## src/msob_queue.sv

```systemverilog
module msob_queue #(
  parameter int unsigned DW = 8
) (
  input  logic          clk,
  input  logic          rst_n,
  input  logic          push,
  input  logic [DW-1:0] wdata,
  output logic          ready,
  input  logic          pop,
  output logic          valid,
  output logic [DW-1:0] rdata
);

  logic [DW-1:0] slot_r [2];
  logic          wr_ptr_r, wr_ptr_nxt;
  logic          rd_ptr_r, rd_ptr_nxt;
  logic [1:0]    count_r, count_nxt;
  logic          do_push, do_pop;

  assign ready   = (count_r != 2'd2);
  assign valid   = (count_r != 2'd0);
  assign rdata   = slot_r[rd_ptr_r];
  assign do_push = push && ready;
  assign do_pop  = pop && valid;

  always_comb begin
    wr_ptr_nxt = do_push ? ~wr_ptr_r : wr_ptr_r;
    rd_ptr_nxt = do_pop  ? ~rd_ptr_r : rd_ptr_r;
    count_nxt  = count_r + 2'(do_push) - 2'(do_pop);
  end

  always_ff @(posedge clk) begin
    if (!rst_n) begin
      wr_ptr_r <= 1'b0;
      rd_ptr_r <= 1'b0;
      count_r  <= 2'd0;
    end else begin
      wr_ptr_r <= wr_ptr_nxt;
      rd_ptr_r <= rd_ptr_nxt;
      count_r  <= count_nxt;
    end
  end

  always_ff @(posedge clk) begin
    if (do_push) slot_r[wr_ptr_r] <= wdata;
  end

endmodule

```

## config.mk

```make
export PLATFORM = sky130hd
export DESIGN_NAME = msob_queue
export DESIGN_NICKNAME = d
export VERILOG_FILES = /design/src/msob_queue.sv
export SDC_FILE = /design/constraint.sdc
export NUM_CORES = 1
export LEC_CHECK = 0
export ABC_AREA = 1
export BUFFER_PORTS_ARGS = -buffer_cell sky130_fd_sc_hd__buf_2
export CORE_UTILIZATION = 32
export DETAILED_ROUTE_END_ITERATION = 8
export HOLD_SLACK_MARGIN = 0.03
export PLACE_DENSITY_LB_ADDON = 0.08
export REMOVE_ABC_BUFFERS = 1
export SETUP_SLACK_MARGIN = 0.4
export SLEW_MARGIN = 20
export SYNTH_ARGS = -nofsm -noshare
export SYNTH_HDL_FRONTEND = slang
export SYNTH_SLANG_ARGS = --single-unit
```

## constraint.sdc

```tcl
create_clock -name clk -period 2.4 [get_ports clk]
set_clock_uncertainty 0.2 [all_clocks]
set_input_delay 0.12 -clock clk [delete_from_list [all_inputs] [get_ports clk]]
set_output_delay 0.12 -clock clk [all_outputs]
set_load 0.01 [all_outputs]
```

**After elaboration in Yosys (flattened, before gate mapping)**

Memory sizes are Yosys's and may differ from the RTL's. A register that Yosys moved wholly into a read port is not among the register bits.
Index checks and enable logic that the tools add are counted.

- Flip-flop bits (word level): 4
- Memories: 1
- Memory bits (writable): 16
- Input port bits: 12
- Logic and storage cells: 16

- Bitwise logic cells: 2
- Muxes and demuxes: 4
- Add/sub/neg operators: 2
- Equal/unequal tests: 1
- Reductions and logical operators: 3

Memories:

| name | depth | width | read ports | clocked after Yosys merged registers in | wr ports | RTL line | RTL |
|---|---|---|---|---|---|---|---|
| slot_r | 2 | 8 | 1 | 1 | 1 | 14 | `logic [DW-1:0] slot_r [2];` |

Operator list:

| kind | number |
|---|---|
| 2-to-1 mux 1 bit | 4 |
| adder 2 x 1 -> 2 bit | 1 |
| logical AND 1 bit | 2 |
| inequality test 2 bit, second input constant | 1 |
| NOT 1 bit | 2 |
| nonzero test 2 bit | 1 |
| subtractor 2 x 1 -> 2 bit | 1 |

**Longest topological paths before layout**

- Word-level depth: 4
- Gate-level depth with buffers: 11
- Mapped depth without buffers: 11

**Worst setup path before layout**

Ideal clock, no wire load.

- Kind: reg-to-reg
- Start: register count_r[0]
- End: register count_r[1]
- Setup slack: 0.751 ns
- Arrival: 1.334 ns
- Data required time: 2.085 ns
- Cell stages (with the launch flop): 11
- Path through: dfxtp_1 -> inv_1 -> nand2_2 -> nand2_1 -> ha_1 -> inv_1 -> ha_1 -> inv_1 -> nand2_1 -> a21oi_1 -> nor2_1

- Longest elaborated chain between the ends: 4

RTL lines:

| item | RTL line | RTL |
|---|---|---|
| from (decl) | 17 | `logic [1:0] count_r, count_nxt;` |
| from (signal assigned) | 40 | `count_r <= count_nxt;` |
| inequality test 2 bit | 20 | `assign ready = (count_r != 2'd2);` |
| named net ready | 8 | `output logic ready,` |
| logical AND 1 bit | 23 | `assign do_push = push && ready;` |
| adder 2 x 1 -> 2 bit | 29 | `count_nxt = count_r + 2'(do_push) - 2'(do_pop);` |
| subtractor 2 x 1 -> 2 bit | 29 |  |

The timed path passes the listed nets, and every way through them passes these cells.
A chain may end at the register's enable or synchronous reset.

==> results.cfg <==
[status]
status = finished, final reports clean

[floorplanning]
row_count = 18
start_util_pct = 34.6
core_area_um2 = 2520
fp.dieArea_um2 = 2940
die_h_um = 54.2
io_pins = 22
die_w_um = 54.2

[timing]
tns_ns = 0
fin_crit_sh_pct = 73.9
slew_viol_final = 0
max-slew-margin-rel_pct = 64.6
worst_slew_pin_slew_ns = 0.531
hold_ws_ns = 0.322
finalSetupViolCount = 0
max_freq_mhz = 564
rsz0062_at_grt = false
hold_viol_final = 0
timing.final.crit_period_ns = 1.77

[power_and_ir_drop]
swShare_pct = 31.6
p_comb_share_pct = 34.1
pwr-share-seq_pct = 50.1
intPower_w = 0.000710
power_w = 0.00104
switchingPower_w = 0.000328
leakage_nw = 0.501
peakVddDrop_v = 0.000488
power_frac_clock_pct = 15.7
cellPowerDensity_nw_per_um2 = 904

[cts]
clk_latency_ns = 0.29
cts_tree = yes
cts_made_buffers = 3
cts-resized-gates = 0
cts-htree-levels = 1
root_buffer = clkbuf_4
post_cts_buffers = 0
holdBufCountCts = 11
cts_num_sinks = 21
cts_buffer_depth = 2
path_clk_slew_ns = 0.11

[setup_path]
path_cells = mux2_4, buf_2
slowest_stage = dfxtp_1
worstSetupEndpointType = primary output
crit_type = reg -> out
startpoint_type = flip-flop
crit_fanout = 8
critPathMaxStageDelay_ns = 0.67
cp_top_family = flip-flops
cp.required_ns = 2.08
critPathBufInv = 1
worstPathArrival_ns = 1.45

[synth]
synthCells = 61
synth_top_cell_by_area = edfxtp_1
async_reset_ff_share_pct = 0
synth_cell_types = 14
synth_top_family_by_area = multiplexers
synthTopCellsByArea = edfxtp_1, mux2_4, dfxtp_1
seq_area_frac_synth_pct = 66.6
synth_compound_area_share_pct = 1.15
synth_seq_cells = 21
synth_top_area_share_pct = 55.1
synth_flop_cell = edfxtp_1
synth_area_per_cell_um2 = 14.3
ys_warn_count = 0
synthMuxAreaShare_pct = 13.8
yosysMostFrequentCell = edfxtp_1
synthXorXnorAreaFrac_pct = 0
synth_edf_count = 16
synth_common_cells = edfxtp_1, mux2_4, inv_1, nand2_1, nor2_1
synth-adder-area-share_pct = 2.87
synthesis.area_um2 = 872
synth_simple_gate_area_share_pct = 11.3

[routing]
drc = 0
post_drt_wl_per_cell_um = 10.2
wl_mm = 1.30
viasPerCell = 4.33
dr.first_iter.drc_count = 5
num_vias = 550
firstDrtPassIters = 4
ant_nets = 0

[place]
place_hpwl_um = 920
place.gp.congestion = 0.733
io_buffers = 21

[global_route]
grt-ovfl-total = 0
grt_pass1_vias = 516
antenna_found_initial = 0
groute.usage.overall_pct = 11.3
grt_first_pass_wirelength_mm = 2.17
grt_max_degree = 13

[final_layout]
area_delta_synth_final_pct = 31.7
drive_gt1_share_pct = 40.2
nets = 112
diodes = 0

[worst_hold_path]
hold_path_class = reg -> reg

[flow_run]
drv_cap = 0
-- routing by layer --
metal,up-vias,track usage [%],wire length (um)
met1,256,14.0,641
li1,278,-,-
met3,2,3.39,46
met2,14,16.7,597
met5,-,0,0
met4,0,7.69,13
-- final timing paths --
| path | from | depth (start not counted) | slack (ns) | end |
|---|---|---|---|---|
| setup / recovery | flip-flop | 2 | 0.63 | rdata[1] |
| hold / removal | rd_ptr_r | 2 | 0.32 | rd_ptr_r |
| setup reg to reg | count_r[0] | 10 | 0.64 | count_r[1] |
| hold reg to reg | rd_ptr_r | 2 | 0.32 | rd_ptr_r |
-- logic make-up (layout without fill, tap and decap cells) --
logic type	count (synthesis)	count (layout)
mux	8	8
fa+ha+maj	2	2
simple gates	20	20
flops	21	21
compound gates	2	2
buf+inv	8	44
-- power groups by stage --
stage                     logic, W  clock network, W  registers [W]
final                     0.000355          0.000163       0.000521
after global placement    0.000343                 0       0.000528
after floorplan           0.000247                 0       0.000516
after detailed placement  0.000345                 0       0.000530
after CTS                 0.000360          0.000174       0.000522
after global routing      0.000403          0.000188       0.000530
-- registers in the layout, indices dropped and copies added (netlist names), named ones only --
| signal | cells |
|---|---|
| count_r | 2 |
| rd_ptr_r | 1 |
| slot_r | 16 |
| wr_ptr_r | 1 |
-- area by class of cell --
cell class | count | area, um^2
Sequential cell | 21 | 581
Clock buffer | 3 | 22.5
Multi-Input combinational cell | 32 | 254
Clock inverter | 1 | 5.00
Tap cell | 30 | 37.5
Timing Repair Buffer | 33 | 223
Inverter | 7 | 26.3
Fill cell | 253 | 1370
-- through the flow --
stage          utilization [%]  worst slack, ns  std cells  area (um^2)
6_report                  45.5            0.626        127         1150
2_1_floorplan                -            0.751         60          861
5_1_grt                   45.5            0.541        127         1150
3_5_place_dp              40.1            0.658        112         1010
3_3_place_gp              40.1            0.700        112         1010
4_1_cts                   45.5            0.586        127         1150
-- worst register-to-register path, stage by stage (launching register included) --
cell and delay (ns):
dfxtp_1 0.40, inv_1 0.10, nand2_2 0.10, nand2_1 0.08, ha_1 0.27, inv_1 0.04, ha_1 0.18, inv_1 0.05
nand2_1 0.06, a21oi_1 0.13, nor2_1 0.06
-- placed cells by master, fill, tap and decap left out, types with 3 or more instances in the layout --
cell type       n
clkbuf_4        3
nor2_1          6
nand2_1         7
mux2_4          8
dlygate4sd3_1  11
inv_1           7
edfxtp_1       16
dfxtp_1         5
buf_2          21
Note: power is estimated with default switching activity, not from simulation.
