## src/msob_pkg.sv

```systemverilog
package msob_pkg;

  localparam int unsigned SCREEN_CELLS_DEF = 2048;
  localparam logic [7:0]  ROW_STRIDE_RST   = 8'd80;

  typedef enum logic [1:0] {
    OP_WRITE  = 2'd0,
    OP_READ   = 2'd1,
    OP_START  = 2'd2,
    OP_BITMAP = 2'd3
  } op_t;

  // data: cell code for a write, bitmap byte for a bitmap beat
  typedef struct packed {
    op_t        op;
    logic [7:0] data;
    logic [6:0] col;
    logic [6:0] yq;
    logic [7:0] width;
    logic [7:0] height;
  } cmd_t;

  // 0x20..0x3F -> 0..31, 0x60..0x7F -> 32..63, anything else empty
  function automatic logic [5:0] code_to_mask(input logic [7:0] code);
    logic [5:0] m;
    case (code[7:5])
      3'b001:  m = {1'b0, code[4:0]};
      3'b011:  m = {1'b1, code[4:0]};
      default: m = 6'd0;
    endcase
    return m;
  endfunction

  function automatic logic [7:0] mask_to_code(input logic [5:0] m);
    return {1'b0, m[5], 1'b1, m[4:0]};
  endfunction

endpackage

```

## src/msob_front.sv

```systemverilog
module msob_front #(
  parameter int unsigned SCREEN_CELLS = msob_pkg::SCREEN_CELLS_DEF,
  localparam int unsigned AW = $clog2(SCREEN_CELLS)
) (
  input  logic              in_tvalid,
  output logic              in_tready,
  input  logic [63:0]       in_tdata,
  input  logic [1:0]        in_tuser,
  input  logic              q_ready,
  output logic              q_push,
  output msob_pkg::cmd_t    q_cmd,
  output logic [AW-1:0]     q_addr
);
  import msob_pkg::*;

  localparam int unsigned RW = 20;
  localparam logic [15:0] DIV3_RECIP = 16'd171;

  logic [15:0] y_mul;

  function automatic logic [AW-1:0] wrap_addr(input logic [10:0] a);
    logic [RW-1:0] v;
    v = RW'(a);
    for (int j = 3; j >= 0; j--) begin
      if (v >= (RW'(SCREEN_CELLS) << j)) v = v - (RW'(SCREEN_CELLS) << j);
    end
    return v[AW-1:0];
  endfunction

  assign y_mul     = 16'(in_tdata[34:27]) * DIV3_RECIP;
  assign in_tready = q_ready;
  assign q_push    = in_tvalid && q_ready;
  assign q_addr    = wrap_addr(in_tdata[10:0]);

  always_comb begin
    q_cmd.op     = op_t'(in_tuser);
    q_cmd.data   = (op_t'(in_tuser) == OP_WRITE) ? in_tdata[18:11] : in_tdata[58:51];
    q_cmd.col    = in_tdata[26:20];
    q_cmd.yq     = y_mul[15:9];
    q_cmd.width  = in_tdata[42:35];
    q_cmd.height = in_tdata[50:43];
  end

endmodule

```

## config.mk

```make
export PLATFORM = sky130hd
export DESIGN_NAME = msob_front
export DESIGN_NICKNAME = d
export VERILOG_FILES = /design/src/msob_pkg.sv /design/src/msob_front.sv
export SDC_FILE = /design/constraint.sdc
export NUM_CORES = 1
export LEC_CHECK = 0
export BUFFER_PORTS_ARGS = -buffer_cell sky130_fd_sc_hd__buf_2
export CORE_UTILIZATION = 30
export DETAILED_ROUTE_END_ITERATION = 8
export PLACE_DENSITY = 0.67
export SLEW_MARGIN = 20
export SYNTH_ARGS = -nofsm -noshare
export SYNTH_HDL_FRONTEND = slang
export SYNTH_SLANG_ARGS = --single-unit
export TNS_END_PERCENT = 30
```

## constraint.sdc

```tcl
create_clock -name vclk -period 9.44
set_clock_uncertainty 0.15 [all_clocks]
set_input_delay 1.888 -clock vclk [all_inputs]
set_output_delay 1.888 -clock vclk [all_outputs]
set_load 0.02 [all_outputs]
```

# Word level (Yosys, flattened, before mapping)
# Index checks and enable logic that the tools add are counted.
# word_totals
output_inout_bits,53
input_bits,68
register_bits,0
# classes
mux,1
n_reduce_logical,2
n_mul,1
# ops
op,count
"multiplier 8 x 8 -> 16 bit, second input constant",1
two-way mux 8 bit,1
zero test 2 bit,1
logical AND 1 bit,1

# Logic depth before layout (Yosys ltp)
# Gate-level depths: netlist (run 1).
# logic_depth
ltp_word,2
mapped_depth,12
mapped_depth_nobuf,12

# Least setup slack after synthesis (run 1)
# OpenSTA, ideal clock, no wires.
# synth_timing
path_type,input to output
from,input port in_tdata[28]
to,output port q_cmd[20] in the netlist's numbering
required_time_ns,7.402
path_stages,12
setup_slack_ns,2.262
arrival_ns,5.140
path_cell_list,ha_1 -> fa_1 -> fa_1 -> inv_1 -> fa_1 -> inv_1 -> ha_1 -> a21oi_1 -> o21ai_1 -> a2111oi_0 -> nor3_1 -> xor2_1
# synth_rtl
element,line_no,rtl
"start, declared",msob_front.sv:7,"input logic [63:0] in_tdata,"
"end, declared",msob_front.sv:11,"output msob_pkg::cmd_t q_cmd,"

==> impl_metrics.env, run 1 <==
export IMPL_die_area_um2=5266
export IMPL_die_w_um=72.57
export IMPL_antenna_cells=0
export IMPL_grt_antenna_before_repair=0
export IMPL_syn_inst=165
export IMPL_grt_total_usage_pct=9.892
export IMPL_whs_path_depth=0
export IMPL_setup_viol=0
export IMPL_syn_area_per_cell_um2=9.054
export IMPL_yosysWarnings=0
export IMPL_critPathCaptureType="primary output"
export IMPL_grt_pass1_vias=1044
export IMPL_place_inst=242
export IMPL_layout_min_cycle_time_ns=7.441
export IMPL_vias_per_cell=4.372
export IMPL_synth_cell_types=26
export IMPL_tightest_slew_ns=0.6268
export IMPL_drc_errors=0
export IMPL_nets=298
export IMPL_core_area_um2=4755
export IMPL_start_util_pct=31.42
export IMPL_fin_area_um2=1535
export IMPL_maxCapViolations=0
export IMPL_drt_iter0_drc=17
export IMPL_synth_top_area_share_pct=34.34
export IMPL_p_leak_nw=0.8909
export IMPL_worstSetupStartpoint="in_tdata[28]"
export IMPL_io_pins=121
export IMPL_dpl_worst_slack_ns=1.970
export IMPL_critPathLaunchType="input pin"
export IMPL_row_count=25
export IMPL_grt_first_pass_wirelength_um=4340
export IMPL_wirelength_um=2478
export IMPL_cp_required_ns=7.40
export IMPL_dr_pass1_iters=2
export IMPL_layout_clock_buffers=0
export IMPL_crit_arrival_ns=5.40
export IMPL_netlist_top_cells_area="ha_1 (34%), buf_4 (19%), fa_1 (16%)"
export IMPL_ctsResizeCount=0
export IMPL_finalNonFillerCells=242
export IMPL_max_freq_mhz=134.4
export IMPL_cts_hold_buf=0
export IMPL_hold_start="in_tdata[5]"
export IMPL_power_density_nw_per_um2=149.8
export IMPL_syn_cell_area_um2=1494
export IMPL_final_setup_tns_ns=0
export IMPL_irDropWorstVdd_mv=0.08739
export IMPL_design_seq_count=0
export IMPL_io_buffers=47
export IMPL_grt_overflow=0
export IMPL_cp_max_fo=4
export IMPL_die_h_um=72.57
export IMPL_path_cells="buf_2 > ha_1 > fa_1 > fa_1 > inv_1 > fa_1 > inv_1 > ha_1 > a21oi_1 > o21ai_1 > a2111oi_0 > nor3_1 > xor2_1 > buf_2"
export IMPL_cts_setup_buffers=0
export IMPL_rsz0062_at_grt="no"
export IMPL_globalplace_congestion=0.7454
export IMPL_status="complete, no violations"
export IMPL_path_class="in -> out"
export IMPL_layout_setup_ws_ns=1.999
export IMPL_wl_per_cell_um=10.24
export IMPL_placed_cell_area_um2=1535
export IMPL_min_path_type="in -> out"
export IMPL_place_hpwl_um=2268
export IMPL_maxSlewViolCount=0
export IMPL_synth_area_leader_cell="ha_1"
export IMPL_grt_max_degree=9
export IMPL_seq_area_frac_synth_pct=0
export IMPL_num_vias=1058
export IMPL_areaGrowthSynthToFinish_pct=2.764
export IMPL_seq_area_um2=0
export IMPL_cp_common_cell="fa_1"
export IMPL_slowest_stage="fa_1"
export IMPL_syn_nets=286
export IMPL_hold_violations=0
export IMPL_final_period_utilization_pct=78.82
export IMPL_slowest_delay_ns=0.52
export IMPL_drive_gt1_share_pct=33.71
export IMPL_holdWs_ns=3.626
export IMPL_drtAntennaViolNets=0
export IMPL_max_slew_margin_rel_pct=58.06
-- stage by stage --
step                power, mW  util (%)
floorplan              0.1914         -
global placement       0.2290     32.29
detailed placement     0.2316     32.29
CTS                    0.2337     32.29
global route           0.2639     32.29
finish                 0.2300     32.29
-- where the power goes --
part	total [mW]	switching [mW]	internal, mW
Sequential	0	0	0
Clock	0	0	0
Combinational	0.230	0.136	0.0944
Total	0.230	0.136	0.0944
-- layout make-up --
cell class,instances,area (um^2)
timing repair buffer,47,235.2
tap,67,83.83
fill,524,3219
multi-input combinational,102,1119
inverter,26,97.59
-- cells by family after synthesis --
group / count (synthesis) / synth area share [%]
buffers and inverters: 63 / 25.13
AOI/OAI and AO/OA: 18 / 8.710
xor gates and xnor gates: 6 / 3.518
adders and majority gates: 53 / 50.42
and+or+nand+nor: 17 / 6.198
muxes: 8 / 6.030
-- cells in the final DEF, fill, tap and decap left out, drive strengths merged --
cell     netlist  layout
a21o           4       4
inv           26      26
nand3          1       1
nand4          1       1
mux2           8       8
a221o          1       1
nor2           3       3
nand2          3       3
buf           37      47
nor3           4       4
a221oi         1       1
o21ai          3       3
xor2           3       3
nand3b         1       1
ha            41      41
a2111oi        2       2
a21oi          6       6
fa            12      12
a211oi         1       1
and2           1       1
nor2b          1       1
and3           2       2
xnor2          3       3
-- critical path: cells and delay by family --
kind	cells	cell delay (ns)
buffers and inverters	4	0.40
AO/OA/AOI/OAI	3	0.64
adder cells (fa/ha/maj)	5	2.20
XOR/XNOR	1	0.15
AND/OR/NAND/NOR	1	0.13
-- synth_stat cells (all sizes together) --
library cell,number
nor2,3
and2,1
xor2,3
a2111oi,2
xnor2,3
a21o,4
o21ai,3
a221oi,1
nand3,1
nor3,4
a221o,1
and3,2
a211oi,1
nor2b,1
ha,41
a21oi,6
nand2,3
nand4,1
nand3b,1
fa,12
mux2,8
buf,37
inv,26
-- per-layer routing --
layer,share of wire (%),track usage (%),vias to the layer above
met3,5.0,1.250,6
met5,0,0,-
met4,0.52,0.8715,0
li1,-,-,547
met1,48,13.66,489
met2,47,17.03,16
-- final timing paths --
kind        end
max   q_cmd[20]
min   q_addr[5]
Power figures use the tool's default switching activity.
==> inputs of run 2 (changes only) <==
--- a/config.mk
+++ b/config.mk
@@ -5,6 +5,7 @@
 export SDC_FILE = /design/constraint.sdc
 export NUM_CORES = 1
 export LEC_CHECK = 0
+export ABC_AREA = 1
 export BUFFER_PORTS_ARGS = -buffer_cell sky130_fd_sc_hd__buf_2
 export CORE_UTILIZATION = 30
 export DETAILED_ROUTE_END_ITERATION = 8
==> constraint.sdc (replaced) <==
create_clock -name vclk -period 6.1
set_clock_uncertainty 0.15 [all_clocks]
set_input_delay 1.22 -clock vclk [all_inputs]
set_output_delay 1.22 -clock vclk [all_outputs]
set_load 0.02 [all_outputs]
==> run 2 against run 1 <==
  * Critical path depth is the same
  * Via count grew 25%
  * Global-route usage grew 0.65 points
  * Clock-buffer cell count is the same
  * Sequential share of layout area is the same
  * Power grew 78%
  * Utilization grew 0.62 points
  * Combinational power grew 78%
  * Hold slack lost 1.3 ns
  * Critical path type unchanged
  * Critical endpoint is now q_cmd[16]
  * Largest cell class unchanged
  * Largest power group unchanged
==> impl_metrics.env, run 2 <==
export IMPL_grt_max_degree=9
export IMPL_layout_min_cycle_time_ns=5.818
export IMPL_core_area_um2=5270
export IMPL_syn_cell_area_um2=1689
export IMPL_synth_most_common_cell="nand2_1"
export IMPL_p_sw_uw=252.5
export IMPL_maxCapViolations=0
export IMPL_syn_inst=227
export IMPL_drive_gt1_share_pct=25.32
export IMPL_start_util_pct=32.05
export IMPL_cts_setup_buffers=0
export IMPL_rsz0062_at_grt="no"
export IMPL_synth_area_leader_cell="ha_1"
export IMPL_synth_cell_types=21
export IMPL_grt_antenna_before_repair=0
export IMPL_grt_pass1_vias=1302
export IMPL_place_inst=307
export IMPL_syn_nets=348
export IMPL_seq_area_um2=0
export IMPL_critPathCaptureType="primary output"
export IMPL_setup_viol=0
export IMPL_die_h_um=77.04
export IMPL_num_vias=1323
export IMPL_p_int_uw=156.1
export IMPL_layout_setup_ws_ns=0.2818
export IMPL_wirelength_um=3100
export IMPL_syn_area_per_cell_um2=7.441
export IMPL_hold_violations=0
export IMPL_min_path_type="in -> out"
export IMPL_grt_overflow=0
export IMPL_finalNonFillerCells=307
export IMPL_dpl_worst_slack_ns=0.2794
export IMPL_drc_errors=0
export IMPL_synthTopCellsByCount="nand2_1 (46), inv_1 (43), ha_1 (41)"
export IMPL_vias_per_cell=4.309
export IMPL_critPathLaunchType="input pin"
export IMPL_layout_clock_buffers=0
export IMPL_irDropWorstVdd_mv=0.1737
export IMPL_io_buffers=47
export IMPL_combPwrFrac_pct=100.0
export IMPL_wl_per_cell_um=10.10
export IMPL_ctsResizeCount=0
export IMPL_areaGrowthSynthToFinish_pct=2.666
export IMPL_drt_iter0_drc=27
export IMPL_grt_first_pass_wirelength_um=5361
export IMPL_place_hpwl_um=2916
export IMPL_dr_pass1_iters=4
export IMPL_globalplace_congestion=0.7983
export IMPL_path_class="in -> out"
export IMPL_final_setup_tns_ns=0
export IMPL_io_pins=121
export IMPL_netlist_top_cells_area="ha_1 (30%), buf_4 (16%), fa_1 (14%)"
export IMPL_layout_common_cells="buf_2 (47), nand2_1 (46), inv_1 (43), ha_1 (41), fa_1 (12)"
export IMPL_max_freq_mhz=171.9
export IMPL_clkPwrFrac_pct=0
export IMPL_cts_hold_buf=0
export IMPL_power_density_nw_per_um2=235.6
export IMPL_switching_share_pct=61.80
export IMPL_row_count=26
export IMPL_cp_max_fo=4
export IMPL_yosysWarnings=0
export IMPL_drtAntennaViolNets=0
export IMPL_synth_top_area_share_pct=30.37
export IMPL_p_leak_nw=1.085
export IMPL_cp_required_ns=4.73
export IMPL_fin_util_pct=32.91
export IMPL_final_period_utilization_pct=95.38
export IMPL_status="complete, no violations"
export IMPL_final_common_cell="buf_2"
export IMPL_seq_area_frac_synth_pct=0
export IMPL_seqPwrFrac_pct=0
export IMPL_multiInputGateArea_um2=1250
export IMPL_tightest_slew_ns=0.3861
export IMPL_maxSlewViolCount=0
export IMPL_nets=360
export IMPL_nFillCells=585
export IMPL_die_w_um=77.04
export IMPL_design_seq_count=0
export IMPL_whs_path_depth=0
export IMPL_grt_total_usage_pct=10.54
export IMPL_die_area_um2=5934
export IMPL_antenna_cells=0
export IMPL_max_slew_margin_rel_pct=74.24
export IMPL_crit_arrival_ns=4.45
==> run 2: cell count changes after synthesis, sizes merged, moves of 3 or more <==
cell / delta
nor2: +6
inv: +17
nand3: +6
nand2: +43
nand4: +3
==> run 2: area by class of cell <==
class / count / area share [%]
multi-input cells: 147 / 72.08
repair buffers: 47 / 13.56
inverters: 43 / 9.307
well taps: 70 / 5.051
==> run 2: metal layers <==
metal | wire length, um | part of all wire (%) | GRT usage (%)
met1 | 1431 | 46 | 14.00
met2 | 1546 | 50 | 19.11
met3 | 103 | 3.3 | 0.4762
met4 | 17 | 0.55 | 1.509
met5 | 0 | 0 | 0
==> run 2: kinds of logic after synthesis <==
group / Yosys count / synth area share, %
XOR/XNOR: 2 / 1.037
AO/OA/AOI/OAI: 15 / 5.334
buffers and inverters: 80 / 26.00
adder cells (fa/ha/maj): 53 / 44.59
AND/OR/NAND/NOR: 69 / 17.70
multiplexers: 8 / 5.334
==> run 2: power groups by stage <==
stage	clock [mW]	combinational, mW	sequential [mW]
floorplan	0	0.340	0
global route	0	0.465	0
detailed placement	0	0.410	0
CTS	0	0.413	0
finish	0	0.409	0
global placement	0	0.406	0
==> run 2: worst paths after layout <==
kind / startpoint / endpoint / slack [ns]
worst max-delay path: in_tdata[28] / q_cmd[16] / 0.28
worst min-delay path: in_tdata[0] / q_addr[0] / 2.29
==> run 2: critical path, stage by stage <==
cell and delay, ns:
buf_2 0.13, ha_1 0.32, fa_1 0.49, fa_1 0.52
inv_1 0.06, fa_1 0.53, inv_1 0.04, ha_1 0.33
nand2_1 0.07, nand2_1 0.06, o21bai_1 0.17, a21oi_1 0.16
xnor2_1 0.14, buf_2 0.19
==> run 2: through the flow <==
step	instance area, um^2	hold WS, ns	total power, mW
floorplan	1689	2.403	0.3398
global placement	1734	2.290	0.4055
detailed placement	1734	2.290	0.4099
CTS	1734	2.290	0.4133
global route	1734	2.290	0.4655
finish	1734	2.290	0.4086
